File: config.mk
export PLATFORM = sky130hd
export DESIGN_NAME = morse_code_keyer_unit
export DESIGN_NICKNAME = d
export VERILOG_FILES = /design/src/design/mck_pkg.sv /design/src/design/morse_code_keyer_unit.sv
export VERILOG_INCLUDE_DIRS = /design/src /design/src/design
export SDC_FILE = /design/constraint.sdc
export NUM_CORES = 1
export LEC_CHECK = 0
export BUFFER_PORTS_ARGS = -buffer_cell sky130_fd_sc_hd__buf_2
export CORE_MARGIN = 2
export CORE_UTILIZATION = 45
export DETAILED_ROUTE_END_ITERATION = 12
export PLACE_DENSITY_LB_ADDON = 0.2
export SYNTH_ARGS = -nofsm -noshare
export SYNTH_HDL_FRONTEND = slang
export SYNTH_SLANG_ARGS = --single-unit
export TNS_END_PERCENT = 10
File: constraint.sdc
create_clock -name clk_i -period 9.25 [get_ports clk_i]
set_clock_uncertainty 0.2 [all_clocks]
set_input_delay 1.85 -clock clk_i [delete_from_list [all_inputs] [get_ports clk_i]]
set_output_delay 1.85 -clock clk_i [all_outputs]
set_load 0.02 [all_outputs]
File: src/design/morse_code_keyer_unit_defines.svh
// Assertion macros for the Morse keyer unit.
// Used by the top level; expects clk_i and rst_ni in scope.
`ifndef MORSE_CODE_KEYER_UNIT_DEFINES_SVH
`define MORSE_CODE_KEYER_UNIT_DEFINES_SVH

// Check a plain condition on every clock edge outside reset.
`define MCK_ASSERT(lbl, cond, msg) \
  lbl: assert property (@(posedge clk_i) disable iff (!rst_ni) (cond)) else $error(msg);

// Check that an antecedent implies a consequent in the same cycle.
`define MCK_ASSERT_IMP(lbl, ante, cons, msg) \
  lbl: assert property (@(posedge clk_i) disable iff (!rst_ni) (ante) |-> (cons)) \
    else $error(msg);

`endif

File: src/design/mck_pkg.sv
// Shared types, constants, Morse table and microcode ROM for the keyer.
// No dependencies; used by morse_code_keyer_unit.
package mck_pkg;

  localparam int unsigned UnitW = 16;
  localparam int unsigned DurW  = 18;
  localparam int unsigned CharW = 8;

  localparam logic [UnitW-1:0] UNIT_RESET = 16'd150;

  localparam logic [CharW-1:0] CHAR_A     = 8'h61;
  localparam logic [CharW-1:0] CHAR_Z     = 8'h7a;
  localparam logic [CharW-1:0] CHAR_SPACE = 8'h20;

  typedef enum logic [2:0] {
    STEP_IDLE,
    STEP_SYM,
    STEP_SEP,
    STEP_SPACE,
    STEP_GAP
  } step_e;

  typedef enum logic [1:0] {
    COND_ALWAYS,
    COND_DISPATCH,
    COND_LAST_SYM
  } cond_e;

  // One control word per microcode step.
  typedef struct packed {
    logic  emit;      // step produces a segment
    logic  lit;       // LED lit during the segment
    logic  use_dash;  // length comes from the current symbol
    logic  triple;    // three units when use_dash is clear
    logic  last;      // final segment of the character
    cond_e cond;
    step_e nxt;
    step_e jmp;       // taken when the condition holds
  } ctrl_t;

  // High nibble: symbol count; low nibble: symbols, first in the highest used bit.
  function automatic logic [7:0] morse_code(input logic [4:0] idx);
    logic [7:0] code;
    unique case (idx)
      5'd0:  code = 8'h21;
      5'd1:  code = 8'h48;
      5'd2:  code = 8'h4A;
      5'd3:  code = 8'h34;
      5'd4:  code = 8'h10;
      5'd5:  code = 8'h42;
      5'd6:  code = 8'h36;
      5'd7:  code = 8'h40;
      5'd8:  code = 8'h20;
      5'd9:  code = 8'h47;
      5'd10: code = 8'h35;
      5'd11: code = 8'h44;
      5'd12: code = 8'h23;
      5'd13: code = 8'h22;
      5'd14: code = 8'h37;
      5'd15: code = 8'h46;
      5'd16: code = 8'h4D;
      5'd17: code = 8'h32;
      5'd18: code = 8'h30;
      5'd19: code = 8'h11;
      5'd20: code = 8'h31;
      5'd21: code = 8'h41;
      5'd22: code = 8'h33;
      5'd23: code = 8'h49;
      5'd24: code = 8'h4B;
      5'd25: code = 8'h4C;
      default: code = 8'h00;
    endcase
    return code;
  endfunction

  // Microcode ROM.
  function automatic ctrl_t ucode(input step_e step);
    ctrl_t w;
    unique case (step)
      STEP_IDLE:  w = '{emit: 1'b0, lit: 1'b0, use_dash: 1'b0, triple: 1'b0, last: 1'b0,
                        cond: COND_DISPATCH, nxt: STEP_SYM, jmp: STEP_SPACE};
      STEP_SYM:   w = '{emit: 1'b1, lit: 1'b1, use_dash: 1'b1, triple: 1'b0, last: 1'b0,
                        cond: COND_LAST_SYM, nxt: STEP_SEP, jmp: STEP_GAP};
      STEP_SEP:   w = '{emit: 1'b1, lit: 1'b0, use_dash: 1'b0, triple: 1'b0, last: 1'b0,
                        cond: COND_ALWAYS, nxt: STEP_SYM, jmp: STEP_SYM};
      STEP_SPACE: w = '{emit: 1'b1, lit: 1'b0, use_dash: 1'b0, triple: 1'b0, last: 1'b0,
                        cond: COND_ALWAYS, nxt: STEP_GAP, jmp: STEP_GAP};
      STEP_GAP:   w = '{emit: 1'b1, lit: 1'b0, use_dash: 1'b0, triple: 1'b1, last: 1'b1,
                        cond: COND_ALWAYS, nxt: STEP_IDLE, jmp: STEP_IDLE};
      default:    w = '{emit: 1'b0, lit: 1'b0, use_dash: 1'b0, triple: 1'b0, last: 1'b0,
                        cond: COND_ALWAYS, nxt: STEP_IDLE, jmp: STEP_IDLE};
    endcase
    return w;
  endfunction

endpackage

File: src/design/morse_code_keyer_unit.sv
// Morse keyer: one character in, a run of timed LED segments out.
// The first segment is registered: the dispatch step that takes the character
// moves to the first segment step, which loads the output register. A character
// with n segments takes one dispatch step plus one microcode step per segment
// in the single-step sequencer; no new character is taken before the final gap.
// Output stalls hold it. Reset clears it and output valid and sets unit_ticks to 150.
`include "morse_code_keyer_unit_defines.svh"

module morse_code_keyer_unit (
  input  logic        clk_i,
  input  logic        rst_ni,
  // configuration: unit_ticks
  input  logic        cfg_we_i,
  input  logic [15:0] cfg_wdata_i,
  // input stream
  input  logic        s_axis_tvalid,
  output logic        s_axis_tready,
  input  logic [7:0]  s_axis_tdata,   // [7:0] char_code
  // output stream
  output logic        m_axis_tvalid,
  input  logic        m_axis_tready,
  output logic [23:0] m_axis_tdata,   // [0] led_on, [18:1] duration_ticks, [23:19] zero
  output logic        m_axis_tlast    // last
);

  logic [mck_pkg::UnitW-1:0] unit_q;
  mck_pkg::step_e            step_q, step_d;
  logic [2:0]                cnt_q, cnt_d;
  logic [3:0]                pat_q, pat_d;
  logic                      valid_q, valid_d;
  logic                      lit_q, lit_d;
  logic                      last_q, last_d;
  logic [mck_pkg::DurW-1:0]  dur_q, dur_d;

  mck_pkg::ctrl_t            ctrl;
  logic                      in_acc;
  logic                      out_free;
  logic                      emit_go;
  logic                      is_letter;
  logic [7:0]                code;
  logic [7:0]                char_off;
  logic [2:0]                code_len;
  logic [mck_pkg::DurW-1:0]  dur_one;
  logic [mck_pkg::DurW-1:0]  dur_three;
  logic                      long_seg;

  assign ctrl     = mck_pkg::ucode(step_q);
  assign out_free = !valid_q || m_axis_tready;
  assign emit_go  = ctrl.emit && out_free;

  assign s_axis_tready = (ctrl.cond == mck_pkg::COND_DISPATCH);
  assign in_acc        = s_axis_tvalid && s_axis_tready;

  assign is_letter = (s_axis_tdata >= mck_pkg::CHAR_A) && (s_axis_tdata <= mck_pkg::CHAR_Z);
  assign char_off  = s_axis_tdata - mck_pkg::CHAR_A;
  assign code      = mck_pkg::morse_code(char_off[4:0]);
  assign code_len  = code[6:4];

  // zero unit length counts as one tick
  assign dur_one   = (unit_q == '0) ? mck_pkg::DurW'(1) : mck_pkg::DurW'(unit_q);
  assign dur_three = dur_one + {dur_one[mck_pkg::DurW-2:0], 1'b0};
  assign long_seg  = ctrl.use_dash ? pat_q[3] : ctrl.triple;

  always_comb begin
    step_d  = step_q;
    cnt_d   = cnt_q;
    pat_d   = pat_q;
    valid_d = valid_q;
    lit_d   = lit_q;
    last_d  = last_q;
    dur_d   = dur_q;

    unique case (ctrl.cond)
      mck_pkg::COND_DISPATCH: begin
        if (in_acc) begin
          // left-align the pattern so the first symbol sits in bit 3
          cnt_d = code_len;
          pat_d = 4'(code[3:0] << (3'd4 - code_len));
          if (is_letter) begin
            step_d = ctrl.nxt;
          end else if (s_axis_tdata == mck_pkg::CHAR_SPACE) begin
            step_d = ctrl.jmp;
          end else begin
            step_d = mck_pkg::STEP_GAP;
          end
        end
      end
      mck_pkg::COND_LAST_SYM: begin
        if (emit_go) begin
          cnt_d  = cnt_q - 3'd1;
          pat_d  = {pat_q[2:0], 1'b0};
          step_d = (cnt_q == 3'd1) ? ctrl.jmp : ctrl.nxt;
        end
      end
      mck_pkg::COND_ALWAYS: begin
        if (emit_go) begin
          step_d = ctrl.nxt;
        end
      end
      default: begin
        step_d = mck_pkg::STEP_IDLE;
      end
    endcase

    if (emit_go) begin
      valid_d = 1'b1;
      lit_d   = ctrl.lit;
      last_d  = ctrl.last;
      dur_d   = long_seg ? dur_three : dur_one;
    end else if (m_axis_tready) begin
      valid_d = 1'b0;
    end
  end

  always_ff @(posedge clk_i or negedge rst_ni) begin
    if (!rst_ni) begin
      step_q  <= mck_pkg::STEP_IDLE;
      valid_q <= 1'b0;
      unit_q  <= mck_pkg::UNIT_RESET;
    end else begin
      step_q  <= step_d;
      valid_q <= valid_d;
      if (cfg_we_i) begin
        unit_q <= cfg_wdata_i;
      end
    end
  end

  always_ff @(posedge clk_i) begin
    cnt_q  <= cnt_d;
    pat_q  <= pat_d;
    lit_q  <= lit_d;
    last_q <= last_d;
    dur_q  <= dur_d;
  end

  assign m_axis_tvalid = valid_q;
  assign m_axis_tdata  = {5'd0, dur_q, lit_q};
  assign m_axis_tlast  = last_q;

  `MCK_ASSERT(a_sym_has_count, (step_q != mck_pkg::STEP_SYM) || (cnt_q != 3'd0), "symbol step with empty count")
  `MCK_ASSERT_IMP(a_lit_not_last, m_axis_tvalid && m_axis_tdata[0], !m_axis_tlast, "lit segment marked last")
  `MCK_ASSERT_IMP(a_dur_nonzero, m_axis_tvalid, m_axis_tdata[18:1] != 18'd0, "zero segment duration")

endmodule

==> flow_metrics.py, run 1 <==
metrics = {
    "status": {
        "outcome": "completed",
    },
    "worst_setup_path": {
        "arrival_ns": 5.00,
        "worst_ep_required_time_ns": 9.19,
        "r2r_cells": 14,
        "critPathTopFamily": "adder cells",
        "cpMaxStageDelayCell": "ha_1",
        "crit_path_max_fanout": 16,
        "start_kind": "primary input",
        "cpPeakStageDelay_ns": 0.58,
        "cp.depth": 10,
        "cp_common_cell": "ha_1",
        "reg2reg_from": "unit_q[14]",
        "path_buf_inv": 2,
        "path_class": "in2reg",
        "path_cells": "buf_2 > inv_1 > ha_1 > nor3b_4 > xnor2_1 > a221o_1 > o22ai_4 > ha_1 > mux4_2 > o31ai_2",
        "ff2ff_setup_slack_ns": 5.43,
        "crit_path_end_kind": "register",
        "r2r_end": "dur_q[12]",
    },
    "cells_and_area": {
        "antenna_cells": 0,
        "fin_nets": 516,
        "final_cells": 558,
        "drive_gt1_frac": 0.2031,
        "area_delta_synth_final_pct": 10.16,
        "fillerInstances": 800,
        "final_util": 0.5103,
    },
    "hold_path": {
        "hold-path-cell-count": 2,
        "hp-class": "reg2reg",
        "holdPathEnd": "m_axis_tvalid",
        "hp-start": "m_axis_tvalid",
    },
    "die": {
        "start_util": 0.4632,
        "die_h_um": 95.97,
        "coreArea_sq_um": 8217,
        "die_width_um": 95.97,
        "design.die.area_sq_um": 9209,
        "rows": 33,
        "io_pins": 56,
    },
    "synthesis": {
        "yosysWarnings": 0,
        "synth_top_cells_by_count": "nand2_1, ha_1, o21ai_0, nor2_1",
        "synth_area_leaders": "edfxtp_1, ha_1, dfrtp_1",
        "ys.flop_type": "edfxtp_1",
        "synthSimpleGateAreaFrac": 0.1765,
        "yosys.area.top_type": "edfxtp_1",
        "synth_compound_area_frac": 0.2087,
        "synth_top_area_frac": 0.2130,
        "synthArstFlopShare": 0.4255,
        "synthCells": 413,
        "synth_top_family_by_area": "compound AO/OA/AOI/OAI gates",
        "synth_area_sq_um": 3806,
        "yosys.area_share.adder": 0.1197,
        "synth_xor_area_frac": 0.04767,
        "synth_mux_area_frac": 0.04076,
        "ys_types": 75,
        "synth.most_common_cell": "nand2_1",
        "avgSynthCellArea_sq_um": 9.216,
        "ys_seq_area_frac": 0.3458,
        "synth_edf_count": 27,
        "synth-seq-cells": 47,
    },
    "clock_tree": {
        "insertion_delay_ns": 0.30,
        "hold_buffers": 0,
        "max-clock-path-buffers": 2,
        "post_cts.repair.setup_buffers": 0,
        "clk_pin_slew_worst_paths_ns": 0.09,
        "post_cts_resized": 0,
        "h-tree-depth": 2,
        "cts_inserted_buffers": 5,
        "cts-root-buf": "clkbuf_8",
        "tritoncts": "built",
        "cts_sinks": 47,
    },
    "route": {
        "wl_um": 7839,
        "drc": 0,
        "num_vias": 3078,
        "post_drt_wl_per_cell_um": 14.05,
        "ant_nets": 0,
        "firstDrtPassIters": 4,
        "drtIter0Drc": 93,
        "vias_per_cell": 5.516,
    },
    "place": {
        "gp_congestion": 0.9009,
        "portBuffers": 50,
        "post-place-cells": 550,
        "dp_hpwl_um": 6055,
    },
    "sta": {
        "hold_violations": 0,
        "worst_pin_slew_ns": 1.022,
        "slew_viol_final": 0,
        "finalCritPeriodShare": 0.5465,
        "fmax_ghz": 0.1978,
        "setup-tns-final_ns": 0,
        "setup-violations-final": 0,
        "maxSlewHeadroom": 0.3181,
        "fin_crit_ns": 5.056,
        "rsz0062_at_grt": "false",
        "timing.hold.ws_ns": 0.3408,
    },
    "global_route": {
        "globalRouteMet3Util": 0.02897,
        "grt_pass1_wl_um": 13180,
        "grt_start_max_net_pins": 31,
        "grtUsageMet1": 0.2285,
        "grt.total_usage": 0.1807,
        "grt-ovfl-total": 0,
        "met2_usage": 0.3106,
        "busiest_layer": "met2",
        "grt_pass1_vias": 2914,
        "antenna_found_initial": 0,
    },
    "power_and_ir_drop": {
        "swShare": 0.3287,
        "power.switching_mw": 0.1740,
        "pwr_density_cell_nw_per_um2": 126.2,
        "share_comb_of_total_power": 0.320,
        "p_int_mw": 0.3553,
        "irDropWorstVdd_mv": 0.05074,
        "p_leak_nw": 1.775,
        "pwr-share-seq": 0.447,
        "clkPwrFrac": 0.233,
    },
    "run": {
        "max_cap_viol_count": 0,
    },
}
## routing by layer
layer,routed length [um],share of wire,up-vias
met3,301,0.038,15
met5,0,0,-
li1,-,-,1549
met2,3796,0.48,69
met4,148,0.019,0
met1,3592,0.46,1445
## layout make-up
cell class              count  area [sq um]  share of cell area
repair buffers             53         272.8             0.06506
clock buffers               5         68.82             0.01641
inverters                  26         97.59             0.02328
well taps                 105         131.4             0.03133
multi-input cells         319          2286              0.5452
clock inverters             3         20.02            0.004775
flip-flops and latches     47          1316              0.3139
## logic make-up after synthesis
logic type               Yosys count
AO/OA/AOI/OAI                    119
XOR/XNOR                          19
adder cells (fa/ha/maj)           36
buffers and inverters             51
flip-flops                        47
multiplexers                      13
other                              1
AND/OR/NAND/NOR                  127
## placed cells by master (no fill, tap or decap), types with 3 or more instances in the layout
cell type  netlist  routed
a21o_1          12      12
a21oi_1         27      27
a22oi_1          3       3
a31oi_1          5       5
and2_1           3       3
buf_2            2      50
buf_4            9       3
clkbuf_8         0       5
conb_1           1       5
dfrtp_1         16      16
dfstp_2          4       4
edfxtp_1        27      27
ha_1            34      34
inv_1           26      26
mux2_2           5       5
mux2i_1          5       5
nand2_1         35      35
nand2b_1         7       7
nand3_1          8       8
nand3b_1         3       3
nor2_1          32      31
nor2b_1          4       4
nor3_1           7       7
nor3b_1          7       7
o211ai_1         3       3
o21ai_0         34      34
o21bai_1         4       4
o31ai_1          3       3
or4_1            3       3
xnor2_1         13      13
xor2_1           4       4
## tightest hold or removal path: stages, from the launching register on
cell and delay [ns]:
dfrtp_1 0.37, nand2b_1 0.08, nand2_1 0.06
## through the flow
| stage | setup slack [ns] | instance area, sq um | power [mW] |
|---|---|---|---|
| floorplan | 4.347 | 3821 | 0.3733 |
| global placement | 4.001 | 4104 | 0.4051 |
| detailed placement | 3.885 | 4104 | 0.4084 |
| CTS | 4.213 | 4193 | 0.5346 |
| global route | 3.986 | 4193 | 0.5666 |
| finish | 4.194 | 4193 | 0.5293 |
## registers in the layout (all words and copies together) (netlist names)
name           count
lit_q              1
cnt_q              3
pat_q              4
m_axis_tvalid      1
m_axis_tlast       1
unit_q            16
step_q             3
dur_q             18
## how the worst max path moves through the flow
| stage | startpoint | to | slack (ns) |
|---|---|---|---|
| after floorplan | s_axis_tdata[0] | pat_q[3] | 4.35 |
| after global placement | s_axis_tdata[1] | pat_q[3] | 4.00 |
| after detailed placement | s_axis_tdata[1] | pat_q[3] | 3.89 |
| after CTS | s_axis_tdata[1] | pat_q[3] | 4.21 |
| after global routing | s_axis_tdata[1] | pat_q[3] | 3.99 |
| final | s_axis_tdata[1] | pat_q[3] | 4.19 |
## power by group through the flow
stage / logic [mW] / clock network [mW] / registers, mW
finish: 0.169 / 0.123 / 0.236
global route: 0.190 / 0.139 / 0.238
CTS: 0.168 / 0.130 / 0.237
detailed placement: 0.167 / 0 / 0.241
global placement: 0.165 / 0 / 0.241
floorplan: 0.134 / 0 / 0.239
Power figures use the tool's default switching activity.
==> run 2, diff against run 1 <==
Clock period 9.25 ns to 4.89 ns, I/O delays scaled along.
==> run 2 against run 1 <==
Sequential share of layout area is 0.21 points lower. Critical path depth stayed put. Clock-buffer cell count is 1 higher. Flip-flop and latch count stayed put. First-iteration DRC count is 14% higher. Worst setup slack worse by 3.5 ns. Highest routed layer unchanged. Global-route usage is 0.65 points lower. Clock power is 140% higher. Critical path type unchanged. Cell count stayed put. Cell area is 0.69% higher. Combinational power is 91% higher.
==> flow_metrics.py, run 2 (synthesis results as in run 1) <==
metrics = {
    "route": {
        "drtIter0Drc": 106,
        "wl_um": 7796,
        "num_vias": 3084,
        "ant_nets": 0,
        "post_drt_wl_per_cell_um": 13.97,
        "firstDrtPassIters": 4,
        "drc": 0,
        "vias_per_cell": 5.527,
    },
    "worst_setup_path": {
        "crit_path_end_kind": "register",
        "path_buf_inv": 2,
        "r2r_end": "dur_q[12]",
        "cp_common_cell": "ha_1",
        "cpMaxStageDelayCell": "ha_1",
        "worst_ep_required_time_ns": 4.83,
        "ff2ff_setup_slack_ns": 1.05,
        "cp.depth": 10,
        "reg2reg_from": "unit_q[3]",
        "crit_path_max_fanout": 19,
        "arrival_ns": 4.12,
        "critPathTopFamily": "adder cells",
        "crit_path_start": "s_axis_tdata[0]",
        "r2r_cells": 14,
        "path_cells": "buf_2 > inv_1 > ha_1 > nor3b_4 > xnor2_1 > a221o_1 > o22ai_4 > ha_1 > mux4_2 > o31ai_2",
        "cpPeakStageDelay_ns": 0.56,
        "start_kind": "primary input",
        "path_class": "in2reg",
        "endpoint": "pat_q[3]",
    },
    "clock_tree": {
        "tritoncts": "built",
        "cts_inserted_buffers": 5,
        "post_cts_resized": 0,
        "h-tree-depth": 2,
        "clk_pin_slew_worst_paths_ns": 0.09,
        "cts-root-buf": "clkbuf_8",
        "post_cts.repair.setup_buffers": 0,
        "insertion_delay_ns": 0.30,
        "max-clock-path-buffers": 2,
        "hold_buffers": 0,
        "cts_sinks": 47,
    },
    "power_and_ir_drop": {
        "pwr_density_cell_nw_per_um2": 251.1,
        "p_leak_nw": 1.796,
        "irDropWorstVdd_mv": 0.1071,
        "power_mw": 1.060,
    },
    "cells_and_area": {
        "fin_nets": 516,
        "reg.largest.list": "dur_q: 18 flops, unit_q: 16 flops, pat_q: 4 flops",
        "final_util": 0.5138,
        "antenna_cells": 0,
        "drive_gt1_frac": 0.2031,
        "final-seq-area_sq_um": 1316,
        "fillerInstances": 781,
        "final_cells": 558,
        "top_register": "dur_q",
        "layout_common_cells": "buf_2, nand2_1, o21ai_0, ha_1, nor2_1",
        "design_area_sq_um": 4222,
        "multiInputGateArea_sq_um": 2286,
        "final_common_cell": "buf_2",
        "area_delta_synth_final_pct": 10.91,
        "largest_reg_flops": 18,
    },
    "place": {
        "dp_hpwl_um": 6062,
        "gp_congestion": 0.8800,
        "portBuffers": 50,
        "post-place-cells": 550,
        "dpl_cell_area_sq_um": 4104,
        "dpl_worst_slack_ns": 0.4193,
    },
    "die": {
        "die_h_um": 95.97,
        "io_pins": 56,
        "coreArea_sq_um": 8217,
        "die_width_um": 95.97,
        "design.die.area_sq_um": 9209,
        "rows": 33,
        "start_util": 0.4632,
    },
    "global_route": {
        "antenna_found_initial": 0,
        "grt-ovfl-total": 0,
        "grt_start_max_net_pins": 31,
        "grt_pass1_wl_um": 12710,
        "grt_pass1_vias": 2783,
        "grt.total_usage": 0.1742,
    },
    "hold_path": {
        "hp-class": "reg2reg",
    },
    "sta": {
        "worst_pin_slew_ns": 1.036,
        "setup-tns-final_ns": 0,
        "rsz0062_at_grt": "false",
        "setup-violations-final": 0,
        "hold_violations": 0,
        "fmax_ghz": 0.2390,
        "worst_slack_ns": 0.7055,
        "timing.hold.ws_ns": 0.3374,
        "finalCritPeriodShare": 0.8557,
        "maxSlewHeadroom": 0.3061,
        "fin_crit_ns": 4.185,
        "slew_viol_final": 0,
    },
    "status": {
        "outcome": "completed",
    },
    "run": {
        "max_cap_viol_count": 0,
    },
}
run 2: cell types whose count changed in the layout (fill, tap and decap cells not counted):
cell / previous run / this run
clkinvlp_4: 2 / 0
bufinv_16: 0 / 1
clkbuf_8: 5 / 6
run 2: power breakdown:
part | switching, mW | internal [mW]
Combinational | 0.186 | 0.136
Sequential | 0.0100 | 0.437
Clock | 0.125 | 0.165
run 2: metal layers:
metal  wire length (um)  vias to the layer above  track usage
li1                   -                     1548            -
met1               3584                     1461       0.2256
met2               3822                       64       0.2990
met3                263                       11      0.02349
met4                125                        0      0.05952
met5                  0                        -            0
run 2: worst min-delay path, delay by kind of cell, from the launching register on:
kind             cells  cell delay (ns)
flip-flops           1             0.37
AND/OR/NAND/NOR      2             0.14
run 2: cell type report:
| type | instances | share of cell area |
|---|---|---|
| clock inverter | 2 | 0.008299 |
| tap | 105 | 0.03112 |
| timing repair buffer | 53 | 0.06461 |
| inverter | 26 | 0.02312 |
| sequential | 47 | 0.3118 |
| multi-input combinational | 319 | 0.5415 |
| clock buffer | 6 | 0.01956 |
run 2: how the worst min path moves through the flow:
stage	from	cells past startpoint	endpoint	slack, ns
global route	pat_q[1]	2	pat_q[2]	0.37
finish	m_axis_tvalid	2	m_axis_tvalid	0.34
CTS	pat_q[1]	2	pat_q[2]	0.34
floorplan	pat_q[0]	2	pat_q[1]	0.29
global placement	m_axis_tvalid	2	m_axis_tvalid	0.30
detailed placement	m_axis_tvalid	2	m_axis_tvalid	0.32
==> run 3, diff against run 2 <==
Settings changed: CORE_UTILIZATION 45 to 25, MAX_ROUTING_LAYER set to met4.
==> run 3 against run 2 <==
Utilization decreased by 22 points. Cell count increased by 15%. Non-clock buffer count increased by 2. Critical endpoint unchanged. Critical path type unchanged. Die area increased by 76%. Flip-flop and latch count unchanged. Highest routed layer unchanged. Critical path depth unchanged.
==> flow_metrics.py, run 3 (synthesis results as in run 1) <==
metrics = {
    "sta": {
        "fmax_ghz": 0.2359,
        "rsz0062_at_grt": "false",
        "timing.hold.ws_ns": 0.3322,
        "finalCritPeriodShare": 0.8670,
        "fin_crit_ns": 4.240,
        "hold_violations": 0,
        "worst_slack_ns": 0.6503,
        "setup-violations-final": 0,
        "slew_viol_final": 0,
        "setup-tns-final_ns": 0,
        "maxSlewHeadroom": 0.5362,
        "worst_pin_slew_ns": 0.6957,
    },
    "run": {
        "max_cap_viol_count": 0,
    },
    "clock_tree": {
        "cts-root-buf": "clkbuf_16",
        "tritoncts": "built",
        "hold_buffers": 0,
        "max-clock-path-buffers": 2,
        "h-tree-depth": 2,
        "cts_sinks": 47,
        "post_cts.repair.setup_buffers": 0,
        "cts_inserted_buffers": 5,
        "clk_pin_slew_worst_paths_ns": 0.06,
        "post_cts_resized": 0,
        "insertion_delay_ns": 0.29,
    },
    "place": {
        "dp_hpwl_um": 7140,
        "gp_congestion": 0.8353,
        "dpl_worst_slack_ns": 0.3426,
        "portBuffers": 50,
        "dpl_cell_area_sq_um": 4223,
        "post-place-cells": 635,
    },
    "cells_and_area": {
        "antenna_cells": 0,
        "final_common_cell": "buf_2",
        "final-seq-area_sq_um": 1316,
        "reg.largest.list": "dur_q: 18 flops, unit_q: 16 flops, pat_q: 4 flops",
        "final_util": 0.2910,
        "layout_common_cells": "buf_2, nand2_1, o21ai_0, ha_1, nor2_1",
        "drive_gt1_frac": 0.2044,
        "top_register": "dur_q",
        "final_cells": 643,
        "multiInputGateArea_sq_um": 2286,
        "fillerInstances": 1577,
        "design_area_sq_um": 4374,
        "fin_nets": 518,
        "largest_reg_flops": 18,
        "area_delta_synth_final_pct": 14.92,
    },
    "route": {
        "post_drt_wl_per_cell_um": 14.50,
        "drc": 0,
        "firstDrtPassIters": 4,
        "num_vias": 3054,
        "drtIter0Drc": 221,
        "vias_per_cell": 4.750,
        "ant_nets": 0,
        "wl_um": 9326,
    },
    "power_and_ir_drop": {
        "p_leak_nw": 1.820,
        "irDropWorstVdd_mv": 0.1181,
        "pwr_density_cell_nw_per_um2": 257.9,
        "power_mw": 1.128,
    },
    "hold_path": {
        "hp-start": "pat_q[0]",
        "hp-class": "reg2reg",
    },
    "worst_setup_path": {
        "crit_path_end_kind": "register",
        "start_kind": "primary input",
        "crit_path_max_fanout": 19,
        "arrival_ns": 4.17,
        "reg2reg_from": "unit_q[5]",
        "worst_ep_required_time_ns": 4.82,
        "crit_path_start": "s_axis_tdata[0]",
        "path_class": "in2reg",
    },
    "global_route": {
        "grt_pass1_vias": 3069,
        "antenna_found_initial": 0,
        "grt_pass1_wl_um": 15580,
        "grt-ovfl-total": 0,
        "grt_start_max_net_pins": 31,
        "grt.total_usage": 0.1218,
    },
    "die": {
        "coreArea_sq_um": 15030,
        "io_pins": 56,
        "start_util": 0.2532,
        "rows": 45,
        "die_h_um": 127.4,
        "design.die.area_sq_um": 16230,
        "die_width_um": 127.4,
    },
    "status": {
        "outcome": "completed",
    },
}
==> run 3: changes by cell type in the layout (fill, tap and decap cells not counted), sizes merged <==
cell and change:
clkbuf +1, bufinv -1, buf +2
==> run 3: power by group <==
group	leakage (nW)	internal, mW	switching [mW]	total, mW
combinational	1.29	0.136	0.190	0.326
sequential	0.460	0.438	0.0101	0.448
clock	0.0741	0.205	0.149	0.354
==> run 3: worst paths after layout <==
check / to / slack [ns] / cells after the start
worst max register to register: dur_q[14] / 1.22 / 13
max in group asynchronous: unit_q[7] / 3.72 / 1
worst min-delay path: pat_q[1] / 0.33 / 2
min in group asynchronous: unit_q[11] / 0.43 / 1
worst max-delay path: pat_q[3] / 0.65 / 10
worst min register to register: pat_q[1] / 0.33 / 2
==> run 3: final cells by class <==
class / count / area share
clock buffers: 7 / 0.03261
clock inverters: 1 / 0.002002
inverters: 26 / 0.02231
multi-input cells: 319 / 0.5226
flip-flops and latches: 47 / 0.3009
well taps: 188 / 0.05378
repair buffers: 55 / 0.06579
==> run 3: worst max-delay path: stages <==
cell and delay [ns]:
buf_2 0.21, inv_1 0.17, ha_1 0.59, nor3b_4 0.37
xnor2_1 0.22, a221o_1 0.34, o22ai_4 0.26, ha_1 0.28
mux4_2 0.54, o31ai_2 0.18
==> run 3: layer usage <==
layer  vias to the layer above  routed length, um  GRT usage
met5                         -                  0          -
met1                      1435               4458     0.1595
met3                         9                319    0.01968
li1                       1554                  -          -
met4                         0                106    0.03038
met2                        56               4442     0.1975
